--- config.mk ---
export PLATFORM = sky130hd
export DESIGN_NAME = tcw_cursor
export DESIGN_NICKNAME = d
export VERILOG_FILES = /design/src/hw/rtl/tcw_pkg.sv /design/src/hw/rtl/tcw_cursor.sv
export SDC_FILE = /design/constraint.sdc
export NUM_CORES = 1
export LEC_CHECK = 0
export BUFFER_PORTS_ARGS = -buffer_cell sky130_fd_sc_hd__buf_2
export CAP_MARGIN = 20
export CORE_MARGIN = 3
export CORE_UTILIZATION = 45
export DETAILED_ROUTE_END_ITERATION = 10
export PLACE_DENSITY = 0.74
export SYNTH_ARGS = -nofsm -noshare
export SYNTH_HDL_FRONTEND = slang
export SYNTH_SLANG_ARGS = --single-unit
--- constraint.sdc ---
create_clock -name clk -period 15 [get_ports clk]
set_clock_uncertainty 0.05 [all_clocks]
set_input_delay 2.25 -clock clk [delete_from_list [all_inputs] [get_ports clk]]
set_output_delay 2.25 -clock clk [all_outputs]
set_load 0.01 [all_outputs]
--- src/hw/rtl/tcw_pkg.sv ---
package tcw_pkg;

  // Screen geometry
  localparam int COLUMNS = 80;
  localparam int ROWS    = 25;
  localparam int DEPTH   = ROWS * COLUMNS;
  localparam int ADDR_W  = $clog2(DEPTH);

  // Field widths
  localparam int COL_W  = 7;
  localparam int ROW_W  = 5;
  localparam int OFF_W  = 11;
  localparam int CELL_W = 16;
  localparam int CHAR_W = 8;
  localparam int ATTR_W = 8;

  // Codes and fixed values
  localparam logic [CHAR_W-1:0] NEWLINE_CODE = 8'h0A;
  localparam logic [CELL_W-1:0] BLANK_CELL   = 16'h0F20;
  localparam logic [ATTR_W-1:0] ATTR_RESET   = 8'h0F;

  typedef enum logic {
    OP_PUT  = 1'b0,
    OP_READ = 1'b1
  } op_t;

  // Cursor position as reported on the result channel
  typedef struct packed {
    logic [COL_W-1:0] col;
    logic [ROW_W-1:0] row;
    logic [OFF_W-1:0] offset;
  } cursor_t;

  // Outcome of a put, worked out before it is committed
  typedef struct packed {
    cursor_t cur;
    logic    scroll;
    logic    write_cell;
  } put_plan_t;

endpackage

--- src/hw/rtl/tcw_cursor.sv ---
module tcw_cursor import tcw_pkg::*; (
  input  logic              clk,
  input  logic              rst_n,
  input  logic              commit,
  input  logic [CHAR_W-1:0] char_code,
  input  logic [ROW_W-1:0]  read_row,
  input  logic [COL_W-1:0]  read_col,
  output cursor_t           cur,
  output put_plan_t         plan,
  output logic [ADDR_W-1:0] put_addr,
  output logic [ADDR_W-1:0] read_addr,
  output logic              read_ok,
  output logic [ADDR_W-1:0] top_base
);

  logic [COL_W-1:0] col_r;
  logic [ROW_W-1:0] row_r;
  logic [ROW_W-1:0] top_r;
  logic [OFF_W-1:0] off_r;
  logic [ROW_W-1:0] top_nxt;

  logic             newline;
  logic [COL_W:0]   col_inc;
  logic [ROW_W:0]   row_inc;
  logic [ROW_W:0]   top_inc;
  logic             adv_row;
  logic [COL_W-1:0] col_next;
  logic [ROW_W-1:0] row_next;
  logic [ROW_W:0]   put_prow_sum;
  logic [ROW_W-1:0] put_prow;
  logic [ROW_W:0]   rd_prow_sum;
  logic [ROW_W-1:0] rd_prow;

  assign cur = '{col: col_r, row: row_r, offset: off_r};

  // Next cursor for a put
  always_comb begin
    newline  = (char_code == NEWLINE_CODE);
    col_inc  = {1'b0, col_r} + (COL_W+1)'(1);
    row_inc  = {1'b0, row_r} + (ROW_W+1)'(1);
    top_inc  = {1'b0, top_r} + (ROW_W+1)'(1);
    adv_row  = newline || (col_inc == (COL_W+1)'(COLUMNS));
    col_next = adv_row ? '0 : col_inc[COL_W-1:0];
    plan.scroll     = adv_row && (row_inc == (ROW_W+1)'(ROWS));
    plan.write_cell = !newline;
    if (plan.scroll) begin
      row_next = ROW_W'(ROWS - 1);
      top_nxt  = (top_inc == (ROW_W+1)'(ROWS)) ? '0 : top_inc[ROW_W-1:0];
    end else begin
      row_next = adv_row ? row_inc[ROW_W-1:0] : row_r;
      top_nxt  = top_r;
    end
    plan.cur.col    = col_next;
    plan.cur.row    = row_next;
    plan.cur.offset = OFF_W'(row_next) * OFF_W'(COLUMNS) + OFF_W'(col_next);
  end

  // Logical row to physical row; cursor and top rows are below ROWS, a read row need not be (read_ok)
  always_comb begin
    put_prow_sum = {1'b0, row_r} + {1'b0, top_r};
    put_prow     = (put_prow_sum >= (ROW_W+1)'(ROWS)) ?
                   ROW_W'(put_prow_sum - (ROW_W+1)'(ROWS)) : put_prow_sum[ROW_W-1:0];
    put_addr     = ADDR_W'(put_prow) * ADDR_W'(COLUMNS) + ADDR_W'(col_r);

    read_ok      = ({1'b0, read_row} < (ROW_W+1)'(ROWS)) &&
                   ({1'b0, read_col} < (COL_W+1)'(COLUMNS));
    rd_prow_sum  = {1'b0, read_row} + {1'b0, top_r};
    rd_prow      = (rd_prow_sum >= (ROW_W+1)'(ROWS)) ?
                   ROW_W'(rd_prow_sum - (ROW_W+1)'(ROWS)) : rd_prow_sum[ROW_W-1:0];
    read_addr    = ADDR_W'(rd_prow) * ADDR_W'(COLUMNS) + ADDR_W'(read_col);

    // Row that becomes the bottom after a scroll is the current top row
    top_base     = ADDR_W'(top_r) * ADDR_W'(COLUMNS);
  end

  // Cursor state
  always_ff @(posedge clk) begin
    if (!rst_n) begin
      col_r <= '0;
      row_r <= '0;
      top_r <= '0;
      off_r <= '0;
    end else if (commit) begin
      col_r <= plan.cur.col;
      row_r <= plan.cur.row;
      top_r <= top_nxt;
      off_r <= plan.cur.offset;
    end
  end

endmodule

==> summary.log <==
INFO  critical_path  rr_startpoint=col_r[0]
INFO  sta            tightest_slew=577ps
INFO  logic_synthesis yosys-top-cells-area=ha_1 (18%), dfxtp_1 (14%), xnor2_1 (8.6%), fa_1 (5.2%), buf_4 (4.8%)
INFO  logic_synthesis synthCells=418
INFO  route          antenna_violating_nets_post_route=0
INFO  power_and_ir_drop power.share.switching=30.5%
INFO  clocking       cts.htree.levels=1
INFO  outcome        status=finished, final reports clean
INFO  sta            finalHoldViolCount=0
INFO  worst_hold_path min-delay-start=off_r[6]
INFO  grt            grt_antenna_before_repair=0
INFO  layout         post-route-util=53.4%
INFO  route          routed_wire_length_per_instance=13.3um
INFO  layout         stdcell_area=3910um2
INFO  route          route.detailed.vias_per_inst=5.34
INFO  route          drtIter0Drc=103
INFO  layout         final_net_count=571
INFO  sta            timing.hold.ws=449ps
INFO  clocking       insertion_delay=270ps
INFO  sta            relSlewSlack=61.1%
INFO  floorplan      rows=31
INFO  logic_synthesis synth.avg_cell_area=8.26um2
INFO  placed_design  place_area=3860um2
INFO  critical_path  crit_fanout=4
INFO  power_and_ir_drop comb_power_share=30.0%
INFO  power_and_ir_drop netSwitchingPower=0.0482mW
INFO  critical_path  critPathLaunchType=primary input
INFO  logic_synthesis synth_async_sr_flop_share=0%
INFO  sta            setup_viol=0
INFO  logic_synthesis synth_edf_count=0
INFO  placed_design  io_buffers=92
INFO  route          finalWirelength=7810um
INFO  clocking       holdBufCountCts=0
INFO  logic_synthesis yosysWarningCount=0
INFO  clocking       post_cts.resized_instances=0
INFO  sta            finalCritPeriodShare=57.8%
INFO  clocking       max-clock-path-buffers=2
INFO  logic_synthesis synthFlopType=dfxtp_1
INFO  flow_run       cap_viol_max_count=0
INFO  logic_synthesis synthDistinctLibCells=62
INFO  clocking       cts_tree=yes
INFO  floorplan      ios=105
INFO  critical_path  crit_required=12700ps
INFO  grt            first_global_vias=2907
INFO  placed_design  finalWeightedCongestion=0.799
INFO  worst_hold_path hold_class=flop to flop
INFO  critical_path  cp.arrival=6370ps
INFO  logic_synthesis top_area_cell_type_share_of_the_netlist_area=18.1%
INFO  route          via_count=3135
INFO  layout         antennaDiodeCount=0
INFO  clocking       clk_transition_reported_paths=90ps
INFO  floorplan      die_area=8760um2
INFO  floorplan      core_region_area=7330um2
INFO  worst_hold_path worst_hold_path.num_cells=2
INFO  clocking       cts_post_setup_buffers_inserted=0
INFO  sta            final_slew_violations=0
INFO  grt            grt_usage=17.4%
INFO  critical_path  nature_of_the_critical_path_endpoint=output port
INFO  power_and_ir_drop power_report.internal_total=0.110mW
INFO  power_and_ir_drop power_frac_clock=28.4%
INFO  logic_synthesis synth-seq-cells=24
INFO  power_and_ir_drop flop_pwr_share=41.6%
INFO  power_and_ir_drop power_density=40.3nW/um2
INFO  power_and_ir_drop ir_worst_vdd=0.0349mV
INFO  sta            rsz0062_at_grt=false
INFO  logic_synthesis synth_seq_area_share=13.9%
INFO  sta            achievable-frequency=115MHz
INFO  route          drc=0
INFO  floorplan      chipHeight=93.6um
INFO  clocking       numCtsBuffers=3
INFO  critical_path  rr_worst_depth=16
INFO  critical_path  cp-startpoint=read_row[0]
INFO  grt            overflow=0
INFO  layout         syn2layout_area_growth=13.3%
INFO  power_and_ir_drop p_leak=2.01nW
INFO  clocking       clockRootBuffer=clkbuf_8
INFO  clocking       cts_num_sinks=24
INFO  logic_synthesis biggest_area_consumer_among_synthesized_cells=ha_1
INFO  sta            fin_crit=8670ps
INFO  sta            totalNegativeSetupSlack=0ps
INFO  route          drt_first_pass_iters=5
INFO  placed_design  detailedPlacementHpwl=6180um
INFO  floorplan      die_x=93.6um
INFO  grt            grt_start_max_net_pins=26
INFO  layout         post_route_cells_drive_above_1_share=23.8%
INFO  critical_path  worstSetupPathType=primary input to output port
INFO  logic_synthesis syn_area=3450um2
INFO  grt            grt_first_pass_wirelength=12900um
INFO  floorplan      initial_core_util=47.1%
[synthesized netlist by cell type, types with 10 or more instances]
cell type and n:
a21o_1 10, a21oi_1 20, buf_4 22, dfxtp_1 24, ha_1 50, inv_1 24
nand2_1 31, nand3_1 10, nor2_1 26, nor2b_1 14, o21ai_0 29, xnor2_1 34
xor2_1 10
[area by class of cell]
cell class	count	area [um2]
clock buffer	4	55.1
inverter	24	90.1
fill	727	3420
sequential	24	480
multi-input combinational	343	2700
timing repair buffer	93	468
tap	99	124
[per-layer routing]
layer | track usage (%) | vias up | share of wire (%)
li1 | - | 1590 | -
met1 | 22.0 | 1432 | 45
met2 | 30.2 | 97 | 47
met3 | 3.30 | 16 | 6.2
met4 | 4.81 | 0 | 2.1
met5 | 0 | - | 0
[registers in the layout, summed over array words and instances, names as in the netlist]
| name | cells |
|---|---|
| top_r | 5 |
| row_r | 5 |
| col_r | 7 |
| off_r | 7 |
[metrics by stage]
stage / total power, mW / worst slack [ps] / instances
floorplan: 0.103 / 6820 / 421
global placement: 0.113 / 6490 / 583
detailed placement: 0.115 / 6380 / 583
CTS: 0.160 / 6340 / 587
global route: 0.167 / 5930 / 587
finish: 0.158 / 6330 / 587
[worst paths after layout]
path                        end  slack (ps)
setup reg to reg      off_r[10]       10850
hold reg to reg        off_r[6]         450
hold / removal         off_r[6]         450
setup / recovery  read_addr[10]        6330
[layout by cell type (no fill, tap or decap), types with 6 or more instances in the layout]
cell      instances
buf_2            92
ha_1             50
xnor2_1          34
nand2_1          31
o21ai_0          29
nor2_1           26
inv_1            24
dfxtp_1          24
a21oi_1          20
nor2b_1          14
a21o_1           10
nand3_1          10
xor2_1           10
mux2i_1           9
fa_1              9
a21boi_0          8
and2_1            6
[power by group through the flow]
stage	clock [mW]	combinational [mW]	sequential, mW
6_report	0.0447	0.0473	0.0657
5_1_grt	0.0485	0.0530	0.0659
4_1_cts	0.0464	0.0477	0.0657
3_5_place_dp	0	0.0474	0.0672
3_3_place_gp	0	0.0463	0.0670
2_1_floorplan	0	0.0352	0.0674
[kinds of logic after synthesis]
group	synth area share, %
muxes	3.69
other	0.109
and+or+nand+nor	18.7
AOI/OAI and AO/OA	19.2
xor gates and xnor gates	12.4
buffers and inverters	8.37
DFF	13.9
adders and majority gates	23.7
[critical path, cell delays in order]
cell and delay [ps]:
buf_2 110, ha_1 240, fa_1 420, a21o_1 180, a21oi_1 170, xnor2_1 200
nand2_1 120, o21a_1 250, mux2_2 320, ha_1 300, ha_1 220, fa_1 530
nand2_1 80, nor2b_1 180, o21ai_0 110, a222oi_1 400, xnor2_1 160, buf_2 140
(Power assumes the default switching activity.)
